--- src/hw/rtl/lph_pkg.sv ---
package lph_pkg;

	localparam int SLOT_COUNT_DEF = 16;
	localparam int KEY_W = 31;
	localparam int POS_W = 4;
	localparam int STAT_W = 2;
	localparam int UPC_W = 3;
	localparam int COND_W = 3;

	// operation codes
	localparam logic MODE_INSERT = 1'b0;
	localparam logic MODE_SEARCH = 1'b1;

	// result codes
	localparam logic [STAT_W-1:0] ST_INSERTED = 2'd0;
	localparam logic [STAT_W-1:0] ST_FULL = 2'd1;
	localparam logic [STAT_W-1:0] ST_FOUND = 2'd2;
	localparam logic [STAT_W-1:0] ST_NOT_FOUND = 2'd3;

	// microprogram step addresses
	localparam logic [UPC_W-1:0] U_IDLE = 3'd0;
	localparam logic [UPC_W-1:0] U_HOME = 3'd1;
	localparam logic [UPC_W-1:0] U_PROBE = 3'd2;
	localparam logic [UPC_W-1:0] U_RESULT = 3'd3;
	localparam logic [UPC_W-1:0] U_CLEAR = 3'd4;

	// jump conditions: jump to target when true, else hold the step
	localparam logic [COND_W-1:0] C_ACCEPT = 3'd0;
	localparam logic [COND_W-1:0] C_HOME_DONE = 3'd1;
	localparam logic [COND_W-1:0] C_PROBE_DONE = 3'd2;
	localparam logic [COND_W-1:0] C_OUT_FREE = 3'd3;
	localparam logic [COND_W-1:0] C_CLEAR_LAST = 3'd4;

	typedef struct packed {
		logic in_rdy;
		logic home_run;
		logic probe;
		logic res_load;
		logic clear;
		logic [COND_W-1:0] cond;
		logic [UPC_W-1:0] target;
	} ctrl_word_t;

	typedef struct packed {
		logic in_valid;
		logic home_done;
		logic probe_done;
		logic out_free;
		logic clear_last;
	} seq_flags_t;

endpackage

--- src/hw/rtl/lph_seq.sv ---
module lph_seq
	import lph_pkg::*;
(
	input logic clk,
	input logic arst_n,
	input seq_flags_t flags,
	output ctrl_word_t cw
);

	logic [UPC_W-1:0] upc_q;
	logic jump;

	// control store
	always_comb begin
		cw = '0;
		case (upc_q)
			U_IDLE: begin
				cw.in_rdy = 1'b1;
				cw.cond = C_ACCEPT;
				cw.target = U_HOME;
			end
			U_HOME: begin
				cw.home_run = 1'b1;
				cw.cond = C_HOME_DONE;
				cw.target = U_PROBE;
			end
			U_PROBE: begin
				cw.probe = 1'b1;
				cw.cond = C_PROBE_DONE;
				cw.target = U_RESULT;
			end
			U_RESULT: begin
				cw.res_load = 1'b1;
				cw.cond = C_OUT_FREE;
				cw.target = U_IDLE;
			end
			U_CLEAR: begin
				cw.clear = 1'b1;
				cw.cond = C_CLEAR_LAST;
				cw.target = U_IDLE;
			end
			default: begin
				cw.cond = C_ACCEPT;
				cw.target = U_IDLE;
				cw.in_rdy = 1'b0;
			end
		endcase
	end

	always_comb begin
		case (cw.cond)
			C_ACCEPT: jump = flags.in_valid;
			C_HOME_DONE: jump = flags.home_done;
			C_PROBE_DONE: jump = flags.probe_done;
			C_OUT_FREE: jump = flags.out_free;
			C_CLEAR_LAST: jump = flags.clear_last;
			default: jump = 1'b1;
		endcase
	end

	always_ff @(posedge clk or negedge arst_n) begin
		if (!arst_n) begin
			upc_q <= U_CLEAR;
		end else if (jump) begin
			upc_q <= cw.target;
		end
	end

endmodule

--- src/hw/rtl/lph_home.sv ---
module lph_home
	import lph_pkg::*;
#(
	parameter int SLOT_COUNT = SLOT_COUNT_DEF
) (
	input logic clk,
	input logic arst_n,
	input logic start,
	input logic run,
	input logic [KEY_W-1:0] key,
	output logic done,
	output logic [$clog2(SLOT_COUNT)-1:0] home
);

	localparam int IDX_W = $clog2(SLOT_COUNT);
	localparam bit IS_POW2 = ((SLOT_COUNT & (SLOT_COUNT - 1)) == 0);
	// floor(key / N) = (key * RECIP) >> SH for every 31-bit key
	localparam int SH = KEY_W + IDX_W;
	localparam logic [63:0] RECIP_FULL = (64'd1 << SH) / 64'(SLOT_COUNT) + 64'd1;
	localparam logic [31:0] RECIP = RECIP_FULL[31:0];
	localparam logic [IDX_W-1:0] MOD_LO = IDX_W'(SLOT_COUNT);
	localparam logic [1:0] STEPS = 2'd2;

	logic [KEY_W-1:0] key_q;
	logic [KEY_W+31:0] prod_q;
	logic [KEY_W-1:0] quot;
	logic [IDX_W-1:0] rem_q;
	logic [IDX_W-1:0] rem_nx;
	logic [1:0] cnt_q;

	// remainder is below N, so the low bits of key - q * N are enough
	assign quot = KEY_W'(prod_q >> SH);
	assign rem_nx = key_q[IDX_W-1:0] - quot[IDX_W-1:0] * MOD_LO;

	assign done = IS_POW2 ? 1'b1 : (cnt_q == STEPS);
	assign home = IS_POW2 ? key_q[IDX_W-1:0] : rem_q;

	always_ff @(posedge clk or negedge arst_n) begin
		if (!arst_n) begin
			cnt_q <= '0;
		end else if (start) begin
			cnt_q <= '0;
		end else if (run && !done) begin
			cnt_q <= cnt_q + 2'd1;
		end
	end

	// step 0: reciprocal multiply, step 1: subtract
	always_ff @(posedge clk) begin
		if (start) begin
			key_q <= key;
		end else if (run && !done) begin
			if (cnt_q == '0) begin
				prod_q <= key_q * RECIP;
			end else begin
				rem_q <= rem_nx;
			end
		end
	end

endmodule

--- src/hw/rtl/lph_dp.sv ---
module lph_dp
	import lph_pkg::*;
#(
	parameter int SLOT_COUNT = SLOT_COUNT_DEF
) (
	input logic clk,
	input logic arst_n,
	input ctrl_word_t cw,
	input logic accept,
	input logic mode,
	input logic [KEY_W-1:0] key,
	input logic [$clog2(SLOT_COUNT)-1:0] home,
	output logic probe_done,
	output logic clear_last,
	output logic [STAT_W-1:0] res_status,
	output logic [POS_W-1:0] res_position
);

	localparam int IDX_W = $clog2(SLOT_COUNT);
	localparam int WORD_W = KEY_W + 1;
	localparam logic [IDX_W-1:0] LAST = IDX_W'(SLOT_COUNT - 1);

	// slot word: {used, key}
	logic [WORD_W-1:0] mem [SLOT_COUNT];

	logic mode_q;
	logic [KEY_W-1:0] key_q;
	logic [IDX_W-1:0] addr_q;
	logic [IDX_W-1:0] addr_nx;
	logic [IDX_W-1:0] n_q;
	logic rd_v_s1;
	logic [IDX_W-1:0] addr_s1;
	logic [WORD_W-1:0] rd_data_s1;
	logic [STAT_W-1:0] res_status_q;
	logic [POS_W-1:0] res_position_q;

	logic used;
	logic match;
	logic empty_hit;
	logic key_hit;
	logic exhausted;
	logic wr_en;
	logic [IDX_W-1:0] wr_addr;
	logic [WORD_W-1:0] wr_data;

	assign addr_nx = (addr_q == LAST) ? '0 : addr_q + 1'b1;

	assign used = rd_data_s1[WORD_W-1];
	assign match = (rd_data_s1[KEY_W-1:0] == key_q);
	assign empty_hit = rd_v_s1 && !used;
	assign key_hit = rd_v_s1 && used && match && (mode_q == MODE_SEARCH);
	assign exhausted = rd_v_s1 && (n_q == LAST);
	assign probe_done = cw.probe && (empty_hit || key_hit || exhausted);
	assign clear_last = (addr_q == LAST);

	// single write port: clearing pass or insert into the first empty slot
	always_comb begin
		wr_en = 1'b0;
		wr_addr = addr_q;
		wr_data = '0;
		if (cw.clear) begin
			wr_en = 1'b1;
		end else if (cw.probe && empty_hit && (mode_q == MODE_INSERT)) begin
			wr_en = 1'b1;
			wr_addr = addr_s1;
			wr_data = {1'b1, key_q};
		end
	end

	always_ff @(posedge clk) begin
		if (wr_en) begin
			mem[wr_addr] <= wr_data;
		end
		rd_data_s1 <= mem[addr_q];
		addr_s1 <= addr_q;
	end

	always_ff @(posedge clk or negedge arst_n) begin
		if (!arst_n) begin
			addr_q <= '0;
			n_q <= '0;
			rd_v_s1 <= 1'b0;
		end else if (cw.clear) begin
			addr_q <= addr_nx;
		end else if (cw.home_run) begin
			addr_q <= home;
			n_q <= '0;
			rd_v_s1 <= 1'b0;
		end else if (cw.probe) begin
			addr_q <= addr_nx;
			rd_v_s1 <= 1'b1;
			if (rd_v_s1) begin
				n_q <= n_q + 1'b1;
			end
		end
	end

	always_ff @(posedge clk) begin
		if (accept) begin
			mode_q <= mode;
			key_q <= key;
		end
		if (probe_done) begin
			if (empty_hit && (mode_q == MODE_INSERT)) begin
				res_status_q <= ST_INSERTED;
				res_position_q <= POS_W'(addr_s1);
			end else if (key_hit) begin
				res_status_q <= ST_FOUND;
				res_position_q <= POS_W'(addr_s1);
			end else if (mode_q == MODE_INSERT) begin
				res_status_q <= ST_FULL;
				res_position_q <= '0;
			end else begin
				res_status_q <= ST_NOT_FOUND;
				res_position_q <= '0;
			end
		end
	end

	assign res_status = res_status_q;
	assign res_position = res_position_q;

endmodule

--- src/hw/rtl/linear_probe_hash_table.sv ---
// Open-addressed hash table with linear probing over SLOT_COUNT slots. Each input
// transfer is an insert (mode 0) or a search (mode 1) of a 31-bit key; each gives
// exactly one output transfer with status (0 inserted, 1 full, 2 found, 3 not found)
// and the low four bits of the slot, 0 on full or not found. Duplicates are stored
// again. After reset the block clears every slot of the slot memory before in_ready
// first rises. Per item: the transfer is taken, the home slot is found (directly from
// the key when SLOT_COUNT is a power of two; otherwise a reciprocal multiply, then a
// subtract), then up to SLOT_COUNT slots are examined (one memory read per cycle),
// and the result is loaded into the output register once that is free. A finished
// result sits in the output register while the next item is taken and worked on.
module linear_probe_hash_table
	import lph_pkg::*;
#(
	parameter int SLOT_COUNT = SLOT_COUNT_DEF
) (
	input logic clk,
	input logic arst_n,
	input logic in_valid,
	output logic in_ready,
	input logic mode,
	input logic [KEY_W-1:0] key,
	output logic out_valid,
	input logic out_ready,
	output logic [STAT_W-1:0] status,
	output logic [POS_W-1:0] position
);

	localparam int IDX_W = $clog2(SLOT_COUNT);

	ctrl_word_t cw;
	seq_flags_t flags;

	logic accept;
	logic home_done;
	logic [IDX_W-1:0] home;
	logic probe_done;
	logic clear_last;
	logic [STAT_W-1:0] res_status;
	logic [POS_W-1:0] res_position;

	logic out_valid_q;
	logic [STAT_W-1:0] status_q;
	logic [POS_W-1:0] position_q;
	logic out_free;
	logic out_load;

	assign in_ready = cw.in_rdy;
	assign accept = in_valid && cw.in_rdy;

	// output register frees when empty or being taken this cycle
	assign out_free = !out_valid_q || out_ready;
	assign out_load = cw.res_load && out_free;

	assign flags.in_valid = in_valid;
	assign flags.home_done = home_done;
	assign flags.probe_done = probe_done;
	assign flags.out_free = out_free;
	assign flags.clear_last = clear_last;

	lph_seq u_seq (
		.clk(clk),
		.arst_n(arst_n),
		.flags(flags),
		.cw(cw)
	);

	// home slot = key mod SLOT_COUNT
	lph_home #(
		.SLOT_COUNT(SLOT_COUNT)
	) u_home (
		.clk(clk),
		.arst_n(arst_n),
		.start(accept),
		.run(cw.home_run),
		.key(key),
		.done(home_done),
		.home(home)
	);

	// slot memory and probe loop
	lph_dp #(
		.SLOT_COUNT(SLOT_COUNT)
	) u_dp (
		.clk(clk),
		.arst_n(arst_n),
		.cw(cw),
		.accept(accept),
		.mode(mode),
		.key(key),
		.home(home),
		.probe_done(probe_done),
		.clear_last(clear_last),
		.res_status(res_status),
		.res_position(res_position)
	);

	always_ff @(posedge clk or negedge arst_n) begin
		if (!arst_n) begin
			out_valid_q <= 1'b0;
		end else if (out_load) begin
			out_valid_q <= 1'b1;
		end else if (out_ready) begin
			out_valid_q <= 1'b0;
		end
	end

	always_ff @(posedge clk) begin
		if (out_load) begin
			status_q <= res_status;
			position_q <= res_position;
		end
	end

	assign out_valid = out_valid_q;
	assign status = status_q;
	assign position = position_q;

endmodule
--- config.mk ---
export PLATFORM = sky130hd
export DESIGN_NAME = linear_probe_hash_table
export DESIGN_NICKNAME = d
export VERILOG_FILES = /design/src/hw/rtl/lph_pkg.sv /design/src/hw/rtl/lph_seq.sv /design/src/hw/rtl/lph_home.sv /design/src/hw/rtl/lph_dp.sv /design/src/hw/rtl/linear_probe_hash_table.sv
export SDC_FILE = /design/constraint.sdc
export NUM_CORES = 1
export LEC_CHECK = 0
export BUFFER_PORTS_ARGS = -buffer_cell sky130_fd_sc_hd__buf_2
export CAP_MARGIN = 5
export CORE_ASPECT_RATIO = 2
export CORE_MARGIN = 1.5
export CORE_UTILIZATION = 50
export CTS_BUF_LIST = sky130_fd_sc_hd__clkbuf_4 sky130_fd_sc_hd__clkbuf_8
export CTS_CLUSTER_SIZE = 24
export DETAILED_ROUTE_END_ITERATION = 8
export GPL_TIMING_DRIVEN = 1
export HOLD_SLACK_MARGIN = 0.1
export PLACE_DENSITY_LB_ADDON = 0.15
export SETUP_SLACK_MARGIN = 0.3
export SLEW_MARGIN = 20
export SYNTH_ARGS = -nofsm -noshare
export SYNTH_HDL_FRONTEND = slang
export SYNTH_SLANG_ARGS = --single-unit
export TNS_END_PERCENT = 1
--- constraint.sdc ---
create_clock -name clk -period 4.8 [get_ports clk]
set_input_delay 0.96 -clock clk [delete_from_list [all_inputs] [get_ports clk]]
set_output_delay 0.96 -clock clk [all_outputs]
set_load 0.02 [all_outputs]
==> run metrics, run 1 <==
Tmin final=3.49 ns; first-pass GRT wire length=78,900 um; Max-slew headroom=between 30% and 40%; clock-pin transition on the worst setup and hold timing paths=roughly 0.07 ns; largest net degree at the start of global routing=85; gpl congestion=0.773; placement-stage worst setup slack=1.33 ns; commonest cells in the netlist=edfxtp_1, mux4_2, mux2i_1; Post-CTS Setup Inserts=0; cell with the most instances after synthesis=edfxtp_1; FFs w/ async S/R, synth=2.15%; DIE WIDTH=155 um; # H-tree levels=3; Overall Global Routing Usage=between 20% and 30%; top post-synthesis cells by area=edfxtp_1, mux4_2, dfxtp_1, mux2i_1, dfrtp_1; CP cell instances=nor2_4 -> nand4_2 -> clkinv_1 -> buf_4 -> nor3_1 -> a31oi_1 -> nor2_4 -> buf_16; Netlist cell types=between 40 and 50; share of the synthesized area in the top cell type=72.4%; post-detailed-route wirelength per cell=around 28 um; Synth Warn #=0; Worst VDD drop=0.285 mV; grt met3 use=about 3.8%; Worst R2R Setup Slack=1.31 ns; WP data required=5.21 ns; max-slew violation count=0; Nets=1,296; CP top delay family=buffers and inverters; vias after detailed routing=about 11,000; Final Hold Vio Count=0; clk_lat worst skew=0.67 ns; power density cells=564 nW/um^2; GRT busiest layer=met2; Boundary Pins=44; # rows=between 100 and 150; worst r2r dst=u_dp.mem[15][17]; GRT Residual Overflow=0; Antenna Nets Post-Route=0; worst path bufs/invs=3; Inserted Clock Buffers=83; Worst Setup Path Type=reg2reg; FF-to-FF Start=u_seq.upc_q[0]; DP HPWL=32,900 um; cell taking the most area after synthesis=edfxtp_1; clock buffer depth=3; vias per cell=6.04; Mapped Area=23,100 sq um; area added between synthesis and finish=12.0%; DR pass1 iterations=5; setup ws final=around 1.3 ns; Die Y-Extent=307 um; top_reg_cell synth=edfxtp_1; Mean Syn Cell Area=19.7 sq um; initial antenna violation count=1; Crit. End Element=register; CORE AREA=45,700 sq um; CP max FO=40; Port Buffers=43; CTS Root Cell=clkbuf_8; RSZ-0062 raised after global routing=no; Worst EP arrival=3.90 ns; initial cell density of the core=about half; vias in the first global route=11,944; DRT iter0 DRCs=926; PostCTS Resize Cnt=0; Leak Pwr=0.00866 uW; Clock Skew=0.0243 ns; setup TNS=0 ns; DRC Markers=0; status=completed; post-synthesis cell count=1,168; CP Launch Type=register; Worst Hold Class=in2async; share of layout cells above drive strength 1=24.9%; Die Area=~48,000 sq um; Worst path most repeated cell=nor2_4; max frequency=287 MHz; met1 Use GR=27.7%; CTS tree=done; GR Util met2=42.6%; maxcap violations=0; CP max stage cell=a31oi_1; CP peak stage delay=0.73 ns; Yosys reg bits=between 600 and 700; register area share after synthesis=between 70% and 80%; setup violators final=0; Tightest Pin Transition=1.02 ns; number of flops mapped to enable cells by yosys=556; Clock Sinks=605; worst reg2reg path depth=8; Hold-fix buffers, CTS=0; Post-Syn Nets=1,206; Routed Wire Length=53,800 um; period utilization=72.7%
[sequential cells by signal, summed over array words and instances (netlist names), 4 cells and up]
signal             flops
u_dp.addr_q            4
u_home.key_q          31
u_dp.mem             512
u_dp.addr_s1           4
position               4
u_dp.n_q               4
u_dp.rd_data_s1       32
u_dp.res_position      4
[stage by stage]
step                      utilization [%]  instances  power [uW]  instance area [sq um]  hold WS, ns
after global placement               52.3       1731       10500                  23900        0.434
after floorplan                         -       1168        9390                  23100        0.366
final                                56.5       1891       14600                  25800        0.182
after CTS                            56.4       1887       14700                  25800        0.165
after detailed placement             52.5       1735       10600                  24000        0.437
after global routing                 56.5       1891       15200                  25800        0.194
[report_power, final]
part           switching, uW  leakage, uW  total, uW  internal (uW)
Sequential               523      0.00573       6870           6340
Clock                   1920     0.000943       4100           2180
Combinational           2120      0.00199       3590           1460
[cells by family (layout without fill, tap and decap cells)]
logic type                 after synthesis  count (layout)  share of synthesized area [%]
adders and majority gates                3               3                          0.157
muxes                                  163             163                           12.4
DFF                                    605             605                           76.9
buffers and inverters                   72             229                           1.74
AOI/OAI and AO/OA                      175             175                           4.88
xor gates and xnor gates                31              31                           1.18
and+or+nand+nor                        119             119                           2.74
other                                    0               1                              0
[how the worst max path moves through the flow]
| stage | from | end | cells past startpoint | slack [ns] |
|---|---|---|---|---|
| 6_report | u_seq.upc_q[0] | u_dp.mem[15][17] | 8 | 1.31 |
| 5_1_grt | u_seq.upc_q[0] | u_dp.mem[15][19] | 8 | 1.17 |
| 4_1_cts | u_seq.upc_q[2] | u_dp.mem[13][8] | 7 | 1.23 |
| 3_5_place_dp | u_seq.upc_q[2] | u_dp.mem[12][14] | 7 | 1.33 |
| 3_3_place_gp | u_seq.upc_q[2] | u_dp.mem[14][9] | 7 | 1.26 |
| 2_1_floorplan | u_seq.upc_q[2] | u_dp.mem[2][0] | 5 | 1.77 |
[placed cells by master, fill, tap and decap left out, types with 13 or more instances in the layout]
cell / instances
edfxtp_1: 556
clkbuf_8: 98
mux4_2: 90
mux2i_1: 67
a21oi_1: 44
buf_2: 43
dfxtp_1: 36
a22oi_1: 35
and2_1: 34
a221oi_1: 33
xor2_1: 31
o21ai_1: 31
clkbuf_4: 25
nor2_4: 19
buf_4: 16
nor2_1: 14
o21ai_0: 14
clkinv_2: 14
nand2_1: 13
[final cells by class]
cell class | instances | area [sq um]
fillers | 3411 | 19900
flip-flops and latches | 605 | 17800
multi-input cells | 491 | 5060
clock buffers | 123 | 1540
well taps | 565 | 707
repair buffers | 67 | 510
clock inverters | 29 | 225
inverters | 10 | 37.5
diodes | 1 | 2.50
[metal layers]
layer	vias to the layer above	wire length (um)
met4	0	1450
met5	-	0
met3	82	2400
li1	4972	-
met1	6022	20300
met2	341	29600
(Power assumes the default switching activity.)
==> run 2, diff against run 1 <==
Clock period 4.8 ns to 3.59 ns, I/O delays scaled along.
==> run metrics, run 2 (synthesized netlist as in run 1, its figures left out) <==
max FFs per register=512 (unchanged); CP max FO=20 (-50%); Hold-fix buffers, CTS=1 (+1); Seq pwr share=46.2% (-1.0 points); commonest non-fill, non-tap cell in the layout=edfxtp_1; placement-stage worst setup slack=0.459 ns (-0.873 ns); Overall Global Routing Usage=23.5% (+0.051 points); DRT iter0 DRCs=749 (-19%); initial cell density of the core=50.5% (unchanged); Tightest Pin Transition=1.03 ns (+0.0108 ns); # rows=111 (unchanged); Clock power frac=28.3% (about the same); Sw Share=31.0% (-0.34 points); clk_lat worst skew=0.65 ns (-0.02 ns); setup ws final=0.451 ns (-0.860 ns); clock-pin transition on the worst setup and hold timing paths=0.07 ns (about the same); post-detailed-route wirelength per cell=28.4 um (-0.21%); clock buffer depth=3 (unchanged); Clock Sinks=605 (unchanged); max frequency=319 MHz (+11%); CP Launch Type=register; Worst EP arrival=3.47 ns (-0.43 ns); Largest Register=u_dp.mem; GRT Residual Overflow=0 (unchanged); Routed Wire Length=54,200 um (+0.74%); Crit. End Element=register; vias after detailed routing=11,492 (+0.66%); HP Start=key[17]; PostCTS Resize Cnt=0 (unchanged); period utilization=87.4% (+15 points); Port Buffers=43 (unchanged); CORE AREA=45,700 sq um (unchanged); Max-slew headroom=30.9% (-0.73 points); Die Y-Extent=307 um (unchanged); start point of the critical path=u_seq.upc_q[0]; DR pass1 iterations=6 (+1); Final Hold Vio Count=0 (unchanged); Regs by FF count=u_dp.mem (512), u_dp.rd_data_s1 (32), u_home.key_q (31); Logic pwr share=25.5% (+0.8 points); Worst Hold Class=in2reg; status=completed; Leak Pwr=0.00874 uW (+0.90%); Worst Setup Path Type=reg2reg; CTS Root Cell=clkbuf_8; FF-to-FF Start=u_seq.upc_q[0]; area added between synthesis and finish=12.5%; WP data required=3.92 ns (-1.29 ns); Die Area=47,500 sq um (unchanged); initial antenna violation count=1 (unchanged); max-slew violation count=0 (unchanged); RSZ-0062 raised after global routing=no; Antenna Nets Post-Route=0 (unchanged); DRC Markers=0 (unchanged); share of layout cells above drive strength 1=25.7% (+0.78 points); Nets=1,313 (+1.3%); vias per cell=6.02 (-0.29%); DIE WIDTH=155 um (unchanged); largest net degree at the start of global routing=89 (+4.7%); Post-CTS Setup Inserts=0 (unchanged); gpl congestion=0.826 (+6.9%); Tmin final=3.14 ns (-0.350 ns); maxcap violations=0 (unchanged); Inserted Clock Buffers=82 (-1.2%); power density cells=752 nW/um^2 (+33%); setup violators final=0 (unchanged); Psw=6060 uW (+33%); CTS tree=done; Internal=13,500 uW (+35%); DP HPWL=31,400 um (-4.7%); setup TNS=0 ns (unchanged); first-pass GRT wire length=78,800 um (-0.14%); vias in the first global route=12,071 (+1.1%); # H-tree levels=3 (unchanged); Boundary Pins=44 (unchanged); Worst VDD drop=0.341 mV (+20%); Clock Skew=0.0200 ns (-0.00430 ns); # fillers=3,404 (-0.21%); most frequent cells in the layout=edfxtp_1, clkbuf_8, mux4_2
-- run 2: layout make-up --
| cell class | instances | area (sq um) | share of cell area [%] |
|---|---|---|---|
| Antenna cell | 1 | 2.50 | 0.00964 |
| Clock buffer | 124 | 1540 | 5.95 |
| Clock inverter | 28 | 221 | 0.853 |
| Inverter | 10 | 37.5 | 0.145 |
| Multi-Input combinational cell | 491 | 5060 | 19.5 |
| Sequential cell | 605 | 17800 | 68.4 |
| Tap cell | 565 | 707 | 2.72 |
| Timing Repair Buffer | 85 | 621 | 2.39 |
-- run 2: worst paths after layout --
kind | to | slack (ns) | cells after the start
min in group asynchronous | u_dp.addr_q[0] | 0.49 | 2
max reg2reg | u_dp.mem[6][28] | 0.45 | 6
max | u_dp.mem[6][28] | 0.45 | 6
max in group asynchronous | u_seq.upc_q[2] | 2.82 | 2
min reg2reg | position[0] | 0.43 | 0
min | u_home.key_q[17] | 0.24 | 1
-- run 2: routing by layer --
metal | track usage (%) | wire (um) | vias up
li1 | - | - | 5004
met3 | 3.68 | 2780 | 82
met5 | 0 | 0 | -
met2 | 42.9 | 29800 | 380
met1 | 27.6 | 20200 | 6026
met4 | 8.92 | 1420 | 0
-- run 2: worst max-delay path, cell delays in order, from the launching register on --
cell and delay [ns]:
dfrtp_1 0.59, nor2_4 0.23, nand4_2 0.28, nor3b_1 0.34, a31oi_1 0.24, nor2_4 0.78, buf_4 0.36
-- run 2: metrics by stage --
| step | std cells | instance area [sq um] | utilization, % | power (uW) | hold WS [ns] |
|---|---|---|---|---|---|
| final | 1909 | 25900 | 56.8 | 19500 | 0.238 |
| after global routing | 1909 | 25900 | 56.8 | 20400 | 0.203 |
| after CTS | 1908 | 25900 | 56.8 | 19700 | 0.191 |
| after detailed placement | 1755 | 24200 | 52.9 | 14200 | 0.408 |
| after global placement | 1755 | 24200 | 52.9 | 14200 | 0.403 |
| after floorplan | 1168 | 23100 | - | 12600 | 0.366 |
-- run 2: power groups by stage --
stage               Clock, uW  Combinational (uW)  Sequential (uW)
floorplan                   0                3730             8830
global placement            0                5000             9160
detailed placement          0                5060             9170
CTS                      5640                5070             9030
global route             5920                5390             9080
finish                   5530                4980             9020
